[src/design/sbrm_pkg.sv]
// Shared types, codes and constants of the skip-branch register machine.
`timescale 1ns / 1ps
package sbrm_pkg;

	localparam int DW = 32;
	localparam int NUM_SLOTS_DEF = 3;
	localparam int NUM_REGS_DEF = 3;
	localparam int QUEUE_DEPTH = 2;

	typedef enum logic [1:0] {
		REQ_LOAD  = 2'd0,
		REQ_EXEC  = 2'd1,
		REQ_READ  = 2'd2,
		REQ_CLEAR = 2'd3
	} req_kind_t;

	typedef enum logic [2:0] {
		OP_ADD = 3'd0,
		OP_SUB = 3'd1,
		OP_MUL = 3'd2,
		OP_DIV = 3'd3,
		OP_MOD = 3'd4,
		OP_SKN = 3'd5,
		OP_SKP = 3'd6,
		OP_SKZ = 3'd7
	} op_t;

	typedef struct packed {
		logic [1:0]         req_type;
		logic [1:0]         slot_index;
		logic signed [31:0] load_value;
		logic [2:0]         opcode;
		logic               dest_kind;
		logic [1:0]         dest_index;
		logic [1:0]         src_kind;
		logic [1:0]         src_index;
		logic signed [31:0] src_literal;
	} req_t;

	typedef struct packed {
		logic signed [31:0] result_value;
		logic               skipped;
		logic               branch_taken;
		logic               div_error;
	} rsp_t;

	// Classified request as it sits in the queue between front and back.
	typedef struct packed {
		req_kind_t     kind;
		op_t           op;
		logic          dst_reg;
		logic [1:0]    dst_idx;
		logic          dst_ok;
		logic          src_reg;
		logic [1:0]    src_idx;
		logic          src_ok;
		logic          src_lit;
		logic [DW-1:0] imm;
	} cmd_t;

	typedef struct packed {
		logic          start;
		logic          is_mod;
		logic [DW-1:0] dividend;
		logic [DW-1:0] divisor;
	} div_req_t;

endpackage

[src/design/skip_branch_register_machine_exec_unit.sv]
// Top level of the skip-branch register machine execution unit.
`timescale 1ns / 1ps
// Executes one request per transaction on a machine of NUM_SLOTS input slots and
// NUM_REGS scratch registers, 32 bits each, and returns exactly one response
// transaction per request, in order. A request loads a slot, reads a slot, clears
// all state, or executes one instruction: add, sub or mul (wrapping at 32 bits),
// div or mod (truncating; division by zero and the minimum value over -1 leave the
// destination as it was and set div_error), or a branch that, when its test on the
// destination holds, skips the next N executed instructions, or all of them until
// reset or clear when N is negative. Loads and reads are never skipped. The front
// end registers and classifies each request and hands it to a two-entry queue, so
// new requests keep arriving while the back end works or a response is stalled.
// The back end reads the register file in its fetch state and executes in its
// execute state; div and mod then wait in a divide state for the shared divider,
// which produces one quotient bit per cycle plus a sign fix-up. Requests are
// executed one at a time because each instruction may depend on the result and
// skip count left by the one before it. A request passes the front register, the
// queue, the fetch and the execute state before it reaches the response register,
// and the response is held until it is taken.
module skip_branch_register_machine_exec_unit #(
	parameter int NUM_SLOTS = sbrm_pkg::NUM_SLOTS_DEF,
	parameter int NUM_REGS  = sbrm_pkg::NUM_REGS_DEF
) (
	input  logic           clk,
	input  logic           arst_n,
	input  logic           req_valid,
	output logic           req_stall,
	input  sbrm_pkg::req_t req,
	output logic           rsp_valid,
	input  logic           rsp_stall,
	output sbrm_pkg::rsp_t rsp
);
	import sbrm_pkg::*;

	cmd_t push_data;
	cmd_t q_head;
	logic push;
	logic q_full;
	logic q_pop;
	logic q_empty;

	sbrm_front #(
		.NUM_SLOTS (NUM_SLOTS),
		.NUM_REGS  (NUM_REGS)
	) u_front (
		.clk       (clk),
		.arst_n    (arst_n),
		.req_valid (req_valid),
		.req_stall (req_stall),
		.req       (req),
		.push      (push),
		.push_data (push_data),
		.full      (q_full)
	);

	sbrm_queue u_queue (
		.clk       (clk),
		.arst_n    (arst_n),
		.push      (push),
		.push_data (push_data),
		.full      (q_full),
		.pop       (q_pop),
		.head      (q_head),
		.empty     (q_empty)
	);

	// The back end only pops a command it has finished, so the queue head stays
	// put while a division is in progress.
	sbrm_back #(
		.NUM_SLOTS (NUM_SLOTS),
		.NUM_REGS  (NUM_REGS)
	) u_back (
		.clk       (clk),
		.arst_n    (arst_n),
		.q_empty   (q_empty),
		.q_head    (q_head),
		.q_pop     (q_pop),
		.rsp_valid (rsp_valid),
		.rsp_stall (rsp_stall),
		.rsp       (rsp)
	);

endmodule

[src/design/sbrm_front.sv]
// Front end: accepts requests and classifies them into queue commands.
`timescale 1ns / 1ps
module sbrm_front #(
	parameter int NUM_SLOTS = sbrm_pkg::NUM_SLOTS_DEF,
	parameter int NUM_REGS  = sbrm_pkg::NUM_REGS_DEF
) (
	input  logic           clk,
	input  logic           arst_n,
	input  logic           req_valid,
	output logic           req_stall,
	input  sbrm_pkg::req_t req,
	output logic           push,
	output sbrm_pkg::cmd_t push_data,
	input  logic           full
);
	import sbrm_pkg::*;

	cmd_t cmd_d;
	cmd_t cmd_s1;
	logic valid_s1;

	function automatic logic in_range(logic is_reg, logic [1:0] idx);
		if (is_reg) begin
			return int'(idx) < NUM_REGS;
		end
		return int'(idx) < NUM_SLOTS;
	endfunction

	always_comb begin
		cmd_d         = '0;
		cmd_d.kind    = req_kind_t'(req.req_type);
		cmd_d.op      = op_t'(req.opcode);
		cmd_d.src_lit = req.src_kind[1];
		cmd_d.src_reg = req.src_kind[0];
		cmd_d.src_idx = req.src_index;
		cmd_d.src_ok  = !req.src_kind[1] && in_range(req.src_kind[0], req.src_index);
		if (cmd_d.kind == REQ_EXEC) begin
			cmd_d.dst_reg = req.dest_kind;
			cmd_d.dst_idx = req.dest_index;
			cmd_d.imm     = req.src_literal;
		end else begin
			cmd_d.dst_reg = 1'b0;
			cmd_d.dst_idx = req.slot_index;
			cmd_d.imm     = req.load_value;
		end
		cmd_d.dst_ok = in_range(cmd_d.dst_reg, cmd_d.dst_idx);
	end

	assign push      = valid_s1 && !full;
	assign req_stall = valid_s1 && full;
	assign push_data = cmd_s1;

	always_ff @(posedge clk or negedge arst_n) begin
		if (!arst_n) begin
			valid_s1 <= 1'b0;
		end else if (req_valid && !req_stall) begin
			valid_s1 <= 1'b1;
		end else if (push) begin
			valid_s1 <= 1'b0;
		end
	end

	always_ff @(posedge clk) begin
		if (req_valid && !req_stall) begin
			cmd_s1 <= cmd_d;
		end
	end

endmodule

[src/design/sbrm_queue.sv]
// Short command queue that decouples the front end from the execution back end.
`timescale 1ns / 1ps
module sbrm_queue (
	input  logic           clk,
	input  logic           arst_n,
	input  logic           push,
	input  sbrm_pkg::cmd_t push_data,
	output logic           full,
	input  logic           pop,
	output sbrm_pkg::cmd_t head,
	output logic           empty
);
	import sbrm_pkg::*;

	localparam int PW = (QUEUE_DEPTH > 1) ? $clog2(QUEUE_DEPTH) : 1;
	localparam int CW = $clog2(QUEUE_DEPTH + 1);

	cmd_t          entry_q [QUEUE_DEPTH];
	logic [PW-1:0] wr_ptr_q;
	logic [PW-1:0] rd_ptr_q;
	logic [CW-1:0] count_q;

	function automatic logic [PW-1:0] next_ptr(logic [PW-1:0] ptr);
		if (ptr == PW'(QUEUE_DEPTH - 1)) begin
			return '0;
		end
		return ptr + 1'b1;
	endfunction

	assign full  = (count_q == CW'(QUEUE_DEPTH));
	assign empty = (count_q == '0);
	assign head  = entry_q[rd_ptr_q];

	always_ff @(posedge clk or negedge arst_n) begin
		if (!arst_n) begin
			wr_ptr_q <= '0;
			rd_ptr_q <= '0;
			count_q  <= '0;
		end else begin
			if (push) begin
				wr_ptr_q <= next_ptr(wr_ptr_q);
			end
			if (pop) begin
				rd_ptr_q <= next_ptr(rd_ptr_q);
			end
			case ({push, pop})
				2'b10:   count_q <= count_q + 1'b1;
				2'b01:   count_q <= count_q - 1'b1;
				default: count_q <= count_q;
			endcase
		end
	end

	always_ff @(posedge clk) begin
		if (push) begin
			entry_q[wr_ptr_q] <= push_data;
		end
	end

endmodule

[src/design/sbrm_div.sv]
// Shift-subtract signed divider, one quotient bit per cycle.
`timescale 1ns / 1ps
module sbrm_div (
	input  logic                    clk,
	input  logic                    arst_n,
	input  sbrm_pkg::div_req_t      req,
	output logic                    busy,
	output logic [sbrm_pkg::DW-1:0] result
);
	import sbrm_pkg::*;

	localparam int CW = $clog2(DW);

	typedef enum logic [2:0] {
		DV_IDLE = 3'b001,
		DV_STEP = 3'b010,
		DV_FIX  = 3'b100
	} dv_state_t;

	dv_state_t     state_q;
	logic [CW-1:0] cnt_q;
	logic [DW-1:0] quo_q;
	logic [DW-1:0] rem_q;
	logic [DW-1:0] dvsr_q;
	logic [DW-1:0] result_q;
	logic          neg_quo_q;
	logic          neg_rem_q;
	logic          is_mod_q;
	logic [DW:0]   trial;

	function automatic logic [DW-1:0] magnitude(logic [DW-1:0] v);
		return v[DW-1] ? (~v + 1'b1) : v;
	endfunction

	// Bring down the next dividend bit and try to subtract the divisor.
	assign trial  = {rem_q, quo_q[DW-1]} - {1'b0, dvsr_q};
	assign busy   = (state_q != DV_IDLE);
	assign result = result_q;

	always_ff @(posedge clk or negedge arst_n) begin
		if (!arst_n) begin
			state_q <= DV_IDLE;
			cnt_q   <= '0;
		end else begin
			unique case (state_q)
				DV_IDLE: begin
					if (req.start) begin
						state_q <= DV_STEP;
						cnt_q   <= '0;
					end
				end
				DV_STEP: begin
					cnt_q <= cnt_q + 1'b1;
					if (cnt_q == CW'(DW - 1)) begin
						state_q <= DV_FIX;
					end
				end
				DV_FIX: begin
					state_q <= DV_IDLE;
				end
				default: begin
					state_q <= DV_IDLE;
				end
			endcase
		end
	end

	always_ff @(posedge clk) begin
		if (state_q == DV_IDLE && req.start) begin
			quo_q     <= magnitude(req.dividend);
			dvsr_q    <= magnitude(req.divisor);
			rem_q     <= '0;
			neg_quo_q <= req.dividend[DW-1] ^ req.divisor[DW-1];
			neg_rem_q <= req.dividend[DW-1];
			is_mod_q  <= req.is_mod;
		end else if (state_q == DV_STEP) begin
			if (!trial[DW]) begin
				rem_q <= trial[DW-1:0];
				quo_q <= {quo_q[DW-2:0], 1'b1};
			end else begin
				rem_q <= {rem_q[DW-2:0], quo_q[DW-1]};
				quo_q <= {quo_q[DW-2:0], 1'b0};
			end
		end else if (state_q == DV_FIX) begin
			if (is_mod_q) begin
				result_q <= neg_rem_q ? (~rem_q + 1'b1) : rem_q;
			end else begin
				result_q <= neg_quo_q ? (~quo_q + 1'b1) : quo_q;
			end
		end
	end

endmodule

[src/design/sbrm_back.sv]
// Back end: register file, skip state, arithmetic and the response register.
`timescale 1ns / 1ps
module sbrm_back #(
	parameter int NUM_SLOTS = sbrm_pkg::NUM_SLOTS_DEF,
	parameter int NUM_REGS  = sbrm_pkg::NUM_REGS_DEF
) (
	input  logic           clk,
	input  logic           arst_n,
	input  logic           q_empty,
	input  sbrm_pkg::cmd_t q_head,
	output logic           q_pop,
	output logic           rsp_valid,
	input  logic           rsp_stall,
	output sbrm_pkg::rsp_t rsp
);
	import sbrm_pkg::*;

	localparam int DEPTH = NUM_SLOTS + NUM_REGS;
	localparam int AW    = $clog2(DEPTH);

	typedef enum logic [2:0] {
		BK_FETCH = 3'b001,
		BK_EXEC  = 3'b010,
		BK_DIV   = 3'b100
	} bk_state_t;

	bk_state_t      state_q;
	bk_state_t      state_d;

	// Slots live at the low addresses, scratch registers above them.
	logic [DW-1:0]    file_mem [DEPTH];
	logic [DEPTH-1:0] file_vld_q;
	logic [DW-1:0]    rd_a_q;
	logic [DW-1:0]    rd_b_q;
	logic             rd_va_q;
	logic             rd_vb_q;

	logic [AW-1:0]  dst_addr;
	logic [AW-1:0]  src_addr;
	logic [DW-1:0]  opnd_a;
	logic [DW-1:0]  opnd_b;
	logic [DW-1:0]  arith;
	logic           div_fault;
	logic           skipping;
	logic           cond;
	logic           out_free;

	logic           wr_en;
	logic [DW-1:0]  wr_data;
	logic           clr;
	logic           out_load;
	rsp_t           out_d;
	rsp_t           out_q;
	logic           out_valid_q;
	logic [DW-1:0]  skip_left_q;
	logic [DW-1:0]  skip_left_d;
	logic           skip_rest_q;
	logic           skip_rest_d;

	div_req_t       div_req;
	logic           div_busy;
	logic [DW-1:0]  div_result;

	function automatic logic [AW-1:0] file_addr(logic is_reg, logic [1:0] idx);
		if (is_reg) begin
			return AW'(NUM_SLOTS) + AW'(idx);
		end
		return AW'(idx);
	endfunction

	assign dst_addr = file_addr(q_head.dst_reg, q_head.dst_idx);
	assign src_addr = file_addr(q_head.src_reg, q_head.src_idx);

	// Entries never written since reset or clear read as zero.
	assign opnd_a = rd_va_q ? rd_a_q : '0;
	assign opnd_b = q_head.src_lit ? q_head.imm : (rd_vb_q ? rd_b_q : '0);

	assign skipping  = skip_rest_q || (skip_left_q != '0);
	assign div_fault = (opnd_b == '0) ||
		(opnd_a == {1'b1, {(DW-1){1'b0}}} && opnd_b == {DW{1'b1}});
	assign out_free  = !out_valid_q || !rsp_stall;

	always_comb begin
		case (q_head.op)
			OP_ADD:  arith = opnd_a + opnd_b;
			OP_SUB:  arith = opnd_a - opnd_b;
			OP_MUL:  arith = DW'(opnd_a * opnd_b);
			default: arith = opnd_a;
		endcase
	end

	always_comb begin
		case (q_head.op)
			OP_SKN:  cond = opnd_a[DW-1];
			OP_SKP:  cond = (opnd_a != '0) && !opnd_a[DW-1];
			OP_SKZ:  cond = (opnd_a == '0);
			default: cond = 1'b0;
		endcase
	end

	always_comb begin
		state_d        = state_q;
		q_pop          = 1'b0;
		wr_en          = 1'b0;
		wr_data        = arith;
		clr            = 1'b0;
		out_load       = 1'b0;
		out_d          = '0;
		skip_left_d    = skip_left_q;
		skip_rest_d    = skip_rest_q;
		div_req        = '0;
		div_req.is_mod = (q_head.op == OP_MOD);
		div_req.dividend = opnd_a;
		div_req.divisor  = opnd_b;
		unique case (state_q)
			BK_FETCH: begin
				if (!q_empty) begin
					state_d = BK_EXEC;
				end
			end
			BK_EXEC: begin
				if (out_free) begin
					out_load = 1'b1;
					q_pop    = 1'b1;
					state_d  = BK_FETCH;
					unique case (q_head.kind)
						REQ_LOAD: begin
							wr_en   = q_head.dst_ok;
							wr_data = q_head.imm;
							out_d.result_value = q_head.dst_ok ? q_head.imm : '0;
						end
						REQ_READ: begin
							out_d.result_value = opnd_a;
						end
						REQ_CLEAR: begin
							clr         = 1'b1;
							skip_left_d = '0;
							skip_rest_d = 1'b0;
						end
						REQ_EXEC: begin
							if (skipping) begin
								out_d.skipped      = 1'b1;
								out_d.result_value = opnd_a;
								if (!skip_rest_q) begin
									skip_left_d = skip_left_q - 1'b1;
								end
							end else begin
								unique case (q_head.op) inside
									OP_SKN, OP_SKP, OP_SKZ: begin
										out_d.result_value = opnd_a;
										if (cond && opnd_b != '0) begin
											out_d.branch_taken = 1'b1;
											if (opnd_b[DW-1]) begin
												skip_rest_d = 1'b1;
											end else begin
												skip_left_d = opnd_b;
											end
										end
									end
									OP_DIV, OP_MOD: begin
										if (div_fault) begin
											out_d.div_error    = 1'b1;
											out_d.result_value = opnd_a;
										end else begin
											out_load      = 1'b0;
											q_pop         = 1'b0;
											div_req.start = 1'b1;
											state_d       = BK_DIV;
										end
									end
									OP_ADD, OP_SUB, OP_MUL: begin
										wr_en = q_head.dst_ok;
										out_d.result_value = q_head.dst_ok ? arith : '0;
									end
								endcase
							end
						end
					endcase
				end
			end
			BK_DIV: begin
				if (!div_busy && out_free) begin
					out_load = 1'b1;
					q_pop    = 1'b1;
					wr_en    = q_head.dst_ok;
					wr_data  = div_result;
					out_d.result_value = q_head.dst_ok ? div_result : '0;
					state_d  = BK_FETCH;
				end
			end
			default: begin
				state_d = BK_FETCH;
			end
		endcase
	end

	sbrm_div u_div (
		.clk    (clk),
		.arst_n (arst_n),
		.req    (div_req),
		.busy   (div_busy),
		.result (div_result)
	);

	always_ff @(posedge clk or negedge arst_n) begin
		if (!arst_n) begin
			state_q     <= BK_FETCH;
			skip_left_q <= '0;
			skip_rest_q <= 1'b0;
			file_vld_q  <= '0;
			out_valid_q <= 1'b0;
		end else begin
			state_q     <= state_d;
			skip_left_q <= skip_left_d;
			skip_rest_q <= skip_rest_d;
			if (clr) begin
				file_vld_q <= '0;
			end else if (wr_en) begin
				file_vld_q[dst_addr] <= 1'b1;
			end
			if (out_load) begin
				out_valid_q <= 1'b1;
			end else if (!rsp_stall) begin
				out_valid_q <= 1'b0;
			end
		end
	end

	always_ff @(posedge clk) begin
		if (wr_en) begin
			file_mem[dst_addr] <= wr_data;
		end
		if (state_q == BK_FETCH && !q_empty) begin
			rd_a_q  <= file_mem[dst_addr];
			rd_b_q  <= file_mem[src_addr];
			rd_va_q <= file_vld_q[dst_addr] && q_head.dst_ok;
			rd_vb_q <= file_vld_q[src_addr] && q_head.src_ok;
		end
		if (out_load) begin
			out_q <= out_d;
		end
	end

	assign rsp_valid = out_valid_q;
	assign rsp       = out_q;

endmodule

[config.mk]
export PLATFORM = sky130hd
export DESIGN_NAME = skip_branch_register_machine_exec_unit
export DESIGN_NICKNAME = d
export VERILOG_FILES = /design/src/design/sbrm_pkg.sv /design/src/design/skip_branch_register_machine_exec_unit.sv /design/src/design/sbrm_front.sv /design/src/design/sbrm_queue.sv /design/src/design/sbrm_div.sv /design/src/design/sbrm_back.sv
export SDC_FILE = /design/constraint.sdc
export NUM_CORES = 2
export LEC_CHECK = 0
export BUFFER_PORTS_ARGS = -buffer_cell sky130_fd_sc_hd__buf_2
export CAP_MARGIN = 20
export CORE_ASPECT_RATIO = 1.4
export CORE_MARGIN = 2
export CORE_UTILIZATION = 26
export DETAILED_ROUTE_END_ITERATION = 7
export PLACE_DENSITY_LB_ADDON = 0.15
export SETUP_SLACK_MARGIN = 0.2
export SYNTH_ARGS = -nofsm -noshare
export SYNTH_HDL_FRONTEND = slang
export SYNTH_SLANG_ARGS = --single-unit
[constraint.sdc]
create_clock -name clk -period 9.1 [get_ports clk]
set_input_delay 0.455 -clock clk [delete_from_list [all_inputs] [get_ports clk]]
set_output_delay 0.455 -clock clk [all_outputs]
set_load 0.1 [all_outputs]
==> impl_metrics.ini <==
[outcome]
outcome = finished, final reports clean

[floorplanning]
core_area_mm2 = 0.193
die_height_um = 525
std_cell_rows = 191
start_util_pct = 26.1
die_area_mm2 = 0.197
ios = 119
fp.dieW_um = 376

[place]
io_buffers = 118
pre_cts_slack_ns = -0.209
placed_area_mm2 = 0.0560
gp_congestion = 1.01
dp_hpwl_um = 192000
dp.cells = 7833

[hold_path]
hold_path_depth = 2
holdPathEnd = u_front.push_data[5]
hold_start = req[5]
hold_class = in -> reg

[synth]
async_flop_share_pct = 9.06
yosys.area.top_type_share_pct = 31.6
syn_nets = 5799
synth_common_cells = nor2_1, nand2_1, edfxtp_1
synth-seq-cells = 618
ys.flop_type = edfxtp_1
synth_area_mm2 = 0.0503
yosys-top-cells-area = edfxtp_1, fa_1, ha_1, nor2_1, nand2_1
ys_seq_area_share_pct = 35.7
synth_edf_count = 530
yosys.area.top_type = edfxtp_1
postSynthCellCount = 5111
avgSynthCellArea_um2 = 9.85
yosysWarnings = 0
synth.most_common_cell = nor2_1
yosysUniqueCellTypes = 104

[drt]
viasPerCell = 5.17
drt_first_pass_iters = 8
wl_um = 243000
avgRoutedWirePerCell_um = 30.2
ant_nets = 0
vias = 41600
drc = 0
drt_iter0_markers = 3310

[sta]
fmax_ghz = 0.114
tightest_slew_ns = 1.30
period_share_pct = 96.1
slew_headroom_pct = 12.9
final-hold-violation-count = 0
clock_skew_ns = 0.0939
slew_viol_final = 0
rsz0062_at_grt = false
setup_violations = 0
setup_ws_ns = 0.359
timing.final.crit_period_ns = 8.74

[worst_setup_path]
reg2reg_depth = 31
required_ns = 9.65
r2r_start = u_queue.rd_ptr_q
critPathMaxFanout = 10
slowest_delay_ns = 0.60
crit_top_cell = fa_1
start_kind = register
r2r_setup_slack_ns = 0.36
slowest_stage = fa_1
worst_ep_arrival_time_ns = 9.29
r2r_end = u_back.file_mem[3][24]
endpoint_kind = register
critical_path_class = reg -> reg
startpoint = u_queue.rd_ptr_q

[clocking]
cts.path.max_buffers = 3
cts_root_buf = clkbuf_16
clk_pin_slew_ns = 0.06
numCtsBuffers = 71
worstSkewPairLatency_ns = 0.75
cts_tree = done
h-tree-depth = 3
cts_num_sinks = 618

[global_route]
grt_pass1_vias = 42700
overflow = 0
grt_pass1_wl_um = 335000
grt.total_usage_pct = 24.2
antenna_found_initial = 12
grt_start_max_net_pins = 93

[cells_and_area]
fin_area_mm2 = 0.0595
fin_cells = 8034
drive_gt1_share_pct = 15.4
syn_to_final_growth_pct = 18.3
post-route-util_pct = 30.9
final_nets = 6146

[job]
maxCapViolCount = 0
==> kinds of logic (layout without fill, tap and decap cells) <==
kind of cell,Yosys count,in the layout,share of synthesized area [%]
DFF,618,618,35.7
xor gates and xnor gates,291,291,5.12
and+or+nand+nor,1579,1579,13.5
muxes,254,254,6.13
other,0,10,0
AOI/OAI and AO/OA,1030,1030,12.7
buffers and inverters,732,1136,5.66
adders and majority gates,607,607,21.2
==> registers in the layout (all words and copies together) (netlist names), 2 cells and up <==
signal / count
u_front.push_data: 46
u_back.file_mem: 192
u_back.u_div.quo_q: 32
u_back.u_div.state_q: 3
u_back.u_div.result: 32
u_queue.count_q: 2
u_back.skip_left_q: 32
u_back.rsp: 35
u_back.file_vld_q: 6
u_queue.entry_q: 92
u_back.state_q: 3
u_back.u_div.rem_q: 32
u_back.rd_a_q: 32
u_back.u_div.cnt_q: 5
u_back.u_div.dvsr_q: 32
u_back.rd_b_q: 32
==> cell usage in the layout, fill, tap and decap left out, drive strengths merged, types with 91 or more instances in the layout <==
cell,n
edfxtp,530
o21ai,322
buf,505
inv,471
a21oi,306
ha,196
nand2,576
mux2i,159
clkbuf,91
xnor2,218
nor2,637
fa,410
==> what timing repair did <==
| item | 4_1_cts | 5_1_grt |
|---|---|---|
| endpoints found under the setup margin | 64 | 66 |
| hold buffers | 21 | 0 |
| pin swaps | 3 | 35 |
| gates cloned | 1 | 1 |
| setup buffers | 6 | 26 |
| endpoints found under the hold margin | 34 | 0 |
| gates resized for setup | 17 | 85 |
==> final cells by class <==
type / instances / area [um2]
diodes: 10 / 25.0
clock buffers: 90 / 1880
clock inverters: 40 / 495
fillers: 20100 / 133000
inverters: 478 / 1800
multi-input cells: 3761 / 30200
flip-flops and latches: 618 / 18000
well taps: 2509 / 3140
repair buffers: 528 / 4080
==> metrics by stage <==
stage / setup TNS [ns] / hold slack (ns)
2_1_floorplan: 0 / 0.159
3_3_place_gp: -6.25 / 0.353
3_5_place_dp: -4.57 / 0.353
4_1_cts: 0 / 0.000523
5_1_grt: 0 / 0.0223
6_report: 0 / 0.0565
==> routing by layer <==
layer	wire length (um)	up-vias	GRT usage, %	part of all wire, %
met2	117000	1406	40.7	48
met4	19900	8	16.8	8.2
met1	94700	21300	28.6	39
li1	-	18300	-	-
met3	11100	485	2.97	4.6
met5	53	-	0	0.022
==> critical path, delay by kind of cell, from the launching register on <==
kind	cells	cell delay (ns)
AND/OR/NAND/NOR	3	0.41
XOR/XNOR	1	0.32
adder cells (fa/ha/maj)	9	4.16
buffers and inverters	10	1.41
AO/OA/AOI/OAI	6	1.23
flip-flops	1	0.54
multiplexers	2	0.47
==> worst max path at each step <==
stage                             end  slack (ns)  depth (start not counted)
3_3_place_gp   u_back.file_mem[4][25]       -0.26                         31
6_report       u_back.file_mem[3][24]        0.36                         31
3_5_place_dp   u_back.file_mem[4][25]       -0.21                         31
2_1_floorplan          u_back.rsp[33]        0.19                         34
5_1_grt        u_back.file_mem[3][28]        0.19                         35
4_1_cts        u_back.file_mem[0][26]        0.22                         33
Power is not shown: default switching activity piles up to over one toggle a cycle in this logic, so the estimate is an artifact.
